[src/rtl/core/rsxyz_pkg.sv]
`timescale 1ns / 1ps
package rsxyz_pkg;

   localparam int BEAMS_DEF    = 361;
   localparam int CORDIC_STEPS = 24;
   localparam int XW           = 34;   // CORDIC x/y width, Q2.30 plus headroom
   localparam int ZW           = 33;   // CORDIC residual angle width, 2^30 = 90 deg
   localparam int CSR_IW       = 8;

   localparam logic signed [XW-1:0] CORDIC_GAIN = XW'(652032874);
   localparam logic [15:0]          COORD_MAX   = 16'hFFFF;

   localparam logic [ZW-1:0] ATAN_TAB [CORDIC_STEPS] = '{
      33'h20000000, 33'h12E4051E, 33'h09FB385B, 33'h051111D4,
      33'h028B0D43, 33'h0145D7E1, 33'h00A2F61E, 33'h00517C55,
      33'h0028BE53, 33'h00145F2F, 33'h000A2F98, 33'h000517CC,
      33'h00028BE6, 33'h000145F3, 33'h0000A2FA, 33'h0000517D,
      33'h000028BE, 33'h0000145F, 33'h00000A30, 33'h00000518,
      33'h0000028C, 33'h00000146, 33'h000000A3, 33'h00000051
   };

   // register indexes
   localparam logic [CSR_IW-1:0] REG_BEAM_STEP  = CSR_IW'(0);
   localparam logic [CSR_IW-1:0] REG_START_ANG  = CSR_IW'(1);
   localparam logic [CSR_IW-1:0] REG_MOTOR_RATE = CSR_IW'(2);
   localparam logic [CSR_IW-1:0] REG_DIRECTION  = CSR_IW'(3);

   localparam int ANGLE_LAT  = 2;
   localparam int CORDIC_LAT = CORDIC_STEPS + 2;
   localparam int SCALE_LAT  = 3;
   localparam int LATENCY    = ANGLE_LAT + CORDIC_LAT + SCALE_LAT;

   typedef struct packed {
      logic        valid;
      logic        ok;
      logic [15:0] range;
      logic [15:0] el;
      logic [15:0] az;
   } angle_type;

   typedef struct packed {
      logic signed [XW-1:0] x;
      logic signed [XW-1:0] y;
      logic signed [ZW-1:0] z;
   } rot_type;

   typedef struct packed {
      logic                 valid;
      logic                 ok;
      logic [15:0]          range;
      logic signed [XW-1:0] ce;
      logic signed [XW-1:0] se;
      logic signed [XW-1:0] ca;
      logic signed [XW-1:0] sa;
   } trig_type;

endpackage

[src/rtl/core/rsxyz_angle.sv]
`timescale 1ns / 1ps
module rsxyz_angle import rsxyz_pkg::*; #(
   parameter int BEAMS = BEAMS_DEF
) (
   input  logic        clock,
   input  logic        reset,
   input  logic        in_valid,
   input  logic [15:0] range_mm,
   input  logic [8:0]  beam_index,
   input  logic [31:0] frame_time,
   input  logic [15:0] beam_step,
   input  logic [15:0] start_angle,
   input  logic [31:0] motor_rate,
   input  logic        direction,
   output angle_type   out
);

   logic        v1_ff, ok1_ff;
   logic [15:0] r1_ff, el1_ff, mot1_ff;
   logic [15:0] el1_in, mot1_in, az2_in;
   logic [63:0] mot_prod;
   logic [24:0] el_prod;
   logic        ok1_in;
   angle_type   out_ff;

   assign ok1_in   = 32'(beam_index) < BEAMS;
   assign el_prod  = 25'(beam_index) * 25'(beam_step);
   assign el1_in   = el_prod[15:0];
   assign mot_prod = 64'(frame_time) * 64'(motor_rate);
   assign mot1_in  = mot_prod[47:32];
   assign az2_in   = direction ? start_angle + mot1_ff : start_angle - mot1_ff;

   always_ff @(posedge clock) begin
      if (reset) begin
         v1_ff        <= 1'b0;
         out_ff.valid <= 1'b0;
      end else begin
         v1_ff        <= in_valid;
         out_ff.valid <= v1_ff;
      end
      ok1_ff       <= ok1_in;
      r1_ff        <= range_mm;
      el1_ff       <= el1_in;
      mot1_ff      <= mot1_in;
      out_ff.ok    <= ok1_ff;
      out_ff.range <= r1_ff;
      out_ff.el    <= el1_ff;
      out_ff.az    <= az2_in;
   end

   assign out = out_ff;

endmodule

[config.mk]
export PLATFORM = sky130hd
export DESIGN_NAME = rsxyz_angle
export DESIGN_NICKNAME = d
export VERILOG_FILES = /design/src/rtl/core/rsxyz_pkg.sv /design/src/rtl/core/rsxyz_angle.sv
export SDC_FILE = /design/constraint.sdc
export NUM_CORES = 2
export LEC_CHECK = 0
export BUFFER_PORTS_ARGS = -buffer_cell sky130_fd_sc_hd__buf_2
export CAP_MARGIN = 5
export CORE_MARGIN = 2
export CORE_UTILIZATION = 30
export CTS_BUF_LIST = sky130_fd_sc_hd__clkbuf_16
export DETAILED_ROUTE_END_ITERATION = 10
export SYNTH_ARGS = -nofsm -noshare
export SYNTH_HDL_FRONTEND = slang
export SYNTH_SLANG_ARGS = --single-unit
[constraint.sdc]
create_clock -name clock -period 17.9 [get_ports clock]
set_input_delay 3.58 -clock clock [delete_from_list [all_inputs] [get_ports clock]]
set_output_delay 3.58 -clock clock [all_outputs]
set_load 0.05 [all_outputs]
Word-level counts from Yosys, hierarchy flattened:

Cells that the tools add are included.

* add/subtract/negate cells: 2
* multipliers: 2
* magnitude comparators: 1
* multiplexer cells: 1

Operators with widths (number)
* 32-bit by 32-bit multiplier with 48-bit output: 1
* 16-bit adder: 1
* 9-bit by 16-bit multiplier with 16-bit output: 1
* 16-bit 2-to-1 mux: 1
* 16-bit subtractor: 1
* 9-bit less-than comparator, second input constant: 1

* bits in registers: 100
* output and inout port bits: 50

Longest topological paths before layout:

* depth after elaboration: 2
* depth in mapped cells: 27
* depth with buffers taken out: 24

Worst setup path before layout:

No wires, ideal clock.

* path kind: input port to flip-flop
* from: in frame_time[29]
* to: reg mot1_ff[14]
* setup time: 0.122 ns
* arrival time: 9.990 ns
* path slack: 7.788 ns
* cell stages on the path: 25
* path buffers: 2
* cells stage by stage: clkbuf_1 clkbuf_1 nand2_1 fa_1 inv_1 fa_1 fa_1 inv_1 fa_1 inv_1 fa_1 fa_1 fa_1 inv_1 fa_1 inv_1 ha_1 nand3_1 nor3_1 o21ai_0 o211ai_1 a2111oi_2 or4_1 o211ai_1 a21oi_1

* cells in the longest elaborated chain, start to end: 1

Ends and longest elaborated chain
* start: declaration: RTL line rsxyz_angle.sv:10 `input logic [31:0] frame_time,`
* 32-bit by 32-bit multiplier with 48-bit output: RTL line rsxyz_angle.sv:29 `assign mot_prod = 64'(frame_time) * 64'(motor_rate);`
* named net mot_prod[46]: RTL line rsxyz_angle.sv:21 `logic [63:0] mot_prod;`
* end signal: assignment: RTL line rsxyz_angle.sv:44 `mot1_ff <= mot1_in;`
* end: declaration: RTL line rsxyz_angle.sv:19 `logic [15:0] r1_ff, el1_ff, mot1_ff;`

The timed path passes the listed nets, and every way through them passes these cells.
A chain may end at the register's enable or synchronous reset.

Worst setup path in the final report:

* from: in motor_rate[9]
* to: reg mot1_ff[15]

* cells in the longest elaborated chain, start to end: 1

Ends and longest elaborated chain
* start: declaration: RTL line rsxyz_angle.sv:13 `input logic [31:0] motor_rate,`
* 32-bit by 32-bit multiplier with 48-bit output: RTL line rsxyz_angle.sv:29
* named net mot_prod[47]: RTL line rsxyz_angle.sv:21

The timed path passes the listed nets, and every way through them passes these cells.

==> summary.txt <==
Req. time, crit path: 18140 ps
Share of post-route cells with drive strength above 1: 5.92%
Setup Crit Path Kind: primary input to register
IO Pins: 175
Status: completed
Synthesized area: 0.0332 mm²
PortBufs: 174
Mapped Nets: 4754
Mux cell area share after synthesis: 0.0339%
Fin crit period: 10930 ps
Overall die width: 337 µm
Core area: 0.110 mm²
Root Driver: clkbuf_16
Synthesis-stage register bit count: 100
Clock tree buffer depth: 2
CTS Sinks: 100
Hold path depth: 0
Vias/cell: 4.59
Syn Area/Cell: 9.31 µm²
Arrival time worst endpoint: 11180 ps
Synth-to-layout area growth: 7.45%
Simple-gate area share of the yosys netlist: 18.0%
WL/cell: 18.1 µm
Crit path max fanout: 32
RePlAce Congestion: 0.842
Compound-Gate Fraction of Synth Area: 3.08%
DR DRC count: 0
Post-route ant nets: 0
Global-route wire length before repair: 149000 µm
Main area contributors after synthesis: fa_1, and2_1, inv_1
Seq/Total Area, Yosys: 6.02%
Vias: 23400
Largest net degree at the start of global routing: 33
Final Skew: 14.9 ps
Post-DP HPWL: 69900 µm
Reg-to-Reg Start: mot1_ff[3]$_DFF_P_
Slew headroom: 35.3%
Num CTS Buffers: 9
Leading area contributor after synthesis: fa_1
Slew Limit Fails: 0
Die Height: 337 µm
Vias in the first global route: 26100
Clock slew at reported path FFs: 90 ps
Routed wire length: 92000 µm
Fmax: 91.4 MHz
CTS tree: built
Cell count after synthesis: 3570
Hold Buf Count CTS: 0
Actual slew at the worst max-slew pin: 970 ps
Clock Latency Late Sink: 380 ps
Final setup fails: 0
Crit start category: primary input
Setup TNS: 0 ps
H-tree levels: 3
Worst reg-to-reg path cell count: 10
Hold Path Class: register to register
Placement row count: 122
Nets@finish: 4776
Hold path startpoint: el1_ff[5]$_DFF_P_
CP endpoint kind: register
First drt pass iteration count: 6
Number of post-CTS setup repair buffers: 0
Post_cts resized: 0
Post-synth cell types: 50
Max-cap violations: 0
DRT iter0 DRCs: 1168
Post-synth EDFFs: 0
Total Routing Usage GR: 17.0%
Final worst path period share: 61.1%
Gr ovfl total: 0
Crit path launch: motor_rate[9]
Async set-or-reset flop fraction in the synthesized netlist: 0%
Post-Synth Adder-Cell Area: 59.0%
Synth top area share: 50.9%
Die area: 0.113 mm²
Largest family of logic cells by synthesized area: adder cells
Initial antenna violation count: 4
Post-synthesis xor/xnor area fraction: 2.50%
Unrepaired setup endpoints after global routing: false
Yosys warning count: 0
Final hold vios: 0
Primary FF master, synth: dfxtp_1
Initial core utilization: 30.2%
-- metal layers --
| layer | track usage (%) | share of wire [%] | vias up |
|---|---|---|---|
| met5 | 0 | 0.0076 | - |
| met3 | 2.46 | 5.5 | 152 |
| li1 | - | - | 10300 |
| met2 | 29.4 | 49 | 664 |
| met1 | 22.1 | 42 | 12200 |
| met4 | 4.83 | 3.1 | 2 |
-- registers in the layout (all words and copies together) (netlist names) --
name	flops
el1_ff	16
out	50
r1_ff	16
ok1_ff	1
mot1_ff	16
v1_ff	1
-- cell usage after synthesis (7+ instances only) --
library cell  count
and2_1          597
a31oi_1           7
clkbuf_1        178
inv_1           826
nor2_1           36
dfxtp_1         100
fa_1            846
nor2b_1           9
nor3_1           19
o21ai_0          29
and3_1            7
ha_1            213
nand3_1          16
or3_1             7
a21o_1           21
xnor2_1          68
nand2_1         438
a21oi_1          58
xor2_1           27
-- stage by stage --
| stage | std cells | hold slack [ps] | worst slack, ps | utilization [%] | instance area (µm²) |
|---|---|---|---|---|---|
| CTS | 5085 | 323 | 7060 | 32.4 | 35700 |
| global route | 5085 | 330 | 6720 | 32.4 | 35700 |
| global placement | 5069 | 309 | 6700 | 32.1 | 35400 |
| floorplan | 3570 | 310 | 7790 | - | 33200 |
| detailed placement | 5069 | 312 | 6640 | 32.1 | 35400 |
| finish | 5089 | 317 | 6970 | 32.4 | 35700 |
-- cell usage in the layout (no fill, tap or decap), drive strengths merged, types with 4 or more instances in the layout --
master and instances:
buf 190, o211ai 5, xor2 27, nand2b 4, a21oi 59, clkinv 4, and3 7, o21ai 29
nor4 4, a21o 22, nor3 19, a31oi 7, nor2 36, diode 4, nand4 6, fa 846
o21a 5, clkbuf 9, xnor2 68, nand3 16, dfxtp 100, ha 213, inv 827, nand2 438
or3 7, nor2b 9, and2 597, o21bai 5
-- worst paths after layout --
kind | to | slack [ps]
max | mot1_ff[15]$_DFF_P_ | 6970
min reg2reg | out[21]$_DFF_P_ | 320
min | out[21]$_DFF_P_ | 320
max reg2reg | out[14]$_DFF_P_ | 14450
-- final cells by class --
type                            instances  area (µm²)
Tap cell                             1488        1860
Clock inverter                          7        62.6
Clock buffer                            9         225
Antenna cell                            4        10.0
Inverter                              826        3100
Sequential cell                       100        2000
Multi-Input combinational cell       2465       27500
Timing Repair Buffer                  190         991
Fill cell                           11600       74500
-- worst max-delay path: stages --
cell,delay (ps)
buf_2,630
and2_1,260
fa_1,460
fa_1,580
inv_1,70
fa_1,460
fa_1,540
inv_1,50
fa_1,440
fa_1,480
fa_1,490
inv_1,50
fa_1,480
inv_1,40
ha_1,380
nand3_1,260
nor3_1,350
nand3_1,210
a21oi_2,400
a2111oi_2,190
or4_1,570
nand2_1,90
xnor2_1,70
-- kinds of logic (layout without fill, tap and decap cells) --
family                     after synthesis  in the layout
other                                    0              4
and+or+nand+nor                       1149           1149
DFF                                    100            100
buffers and inverters                 1005           1032
muxes                                    1              1
AOI/OAI and AO/OA                      161            161
adders and majority gates             1059           1059
xor gates and xnor gates                95             95
Power is not shown: default switching activity piles up to over one toggle a cycle in this logic, so the estimate is an artifact.
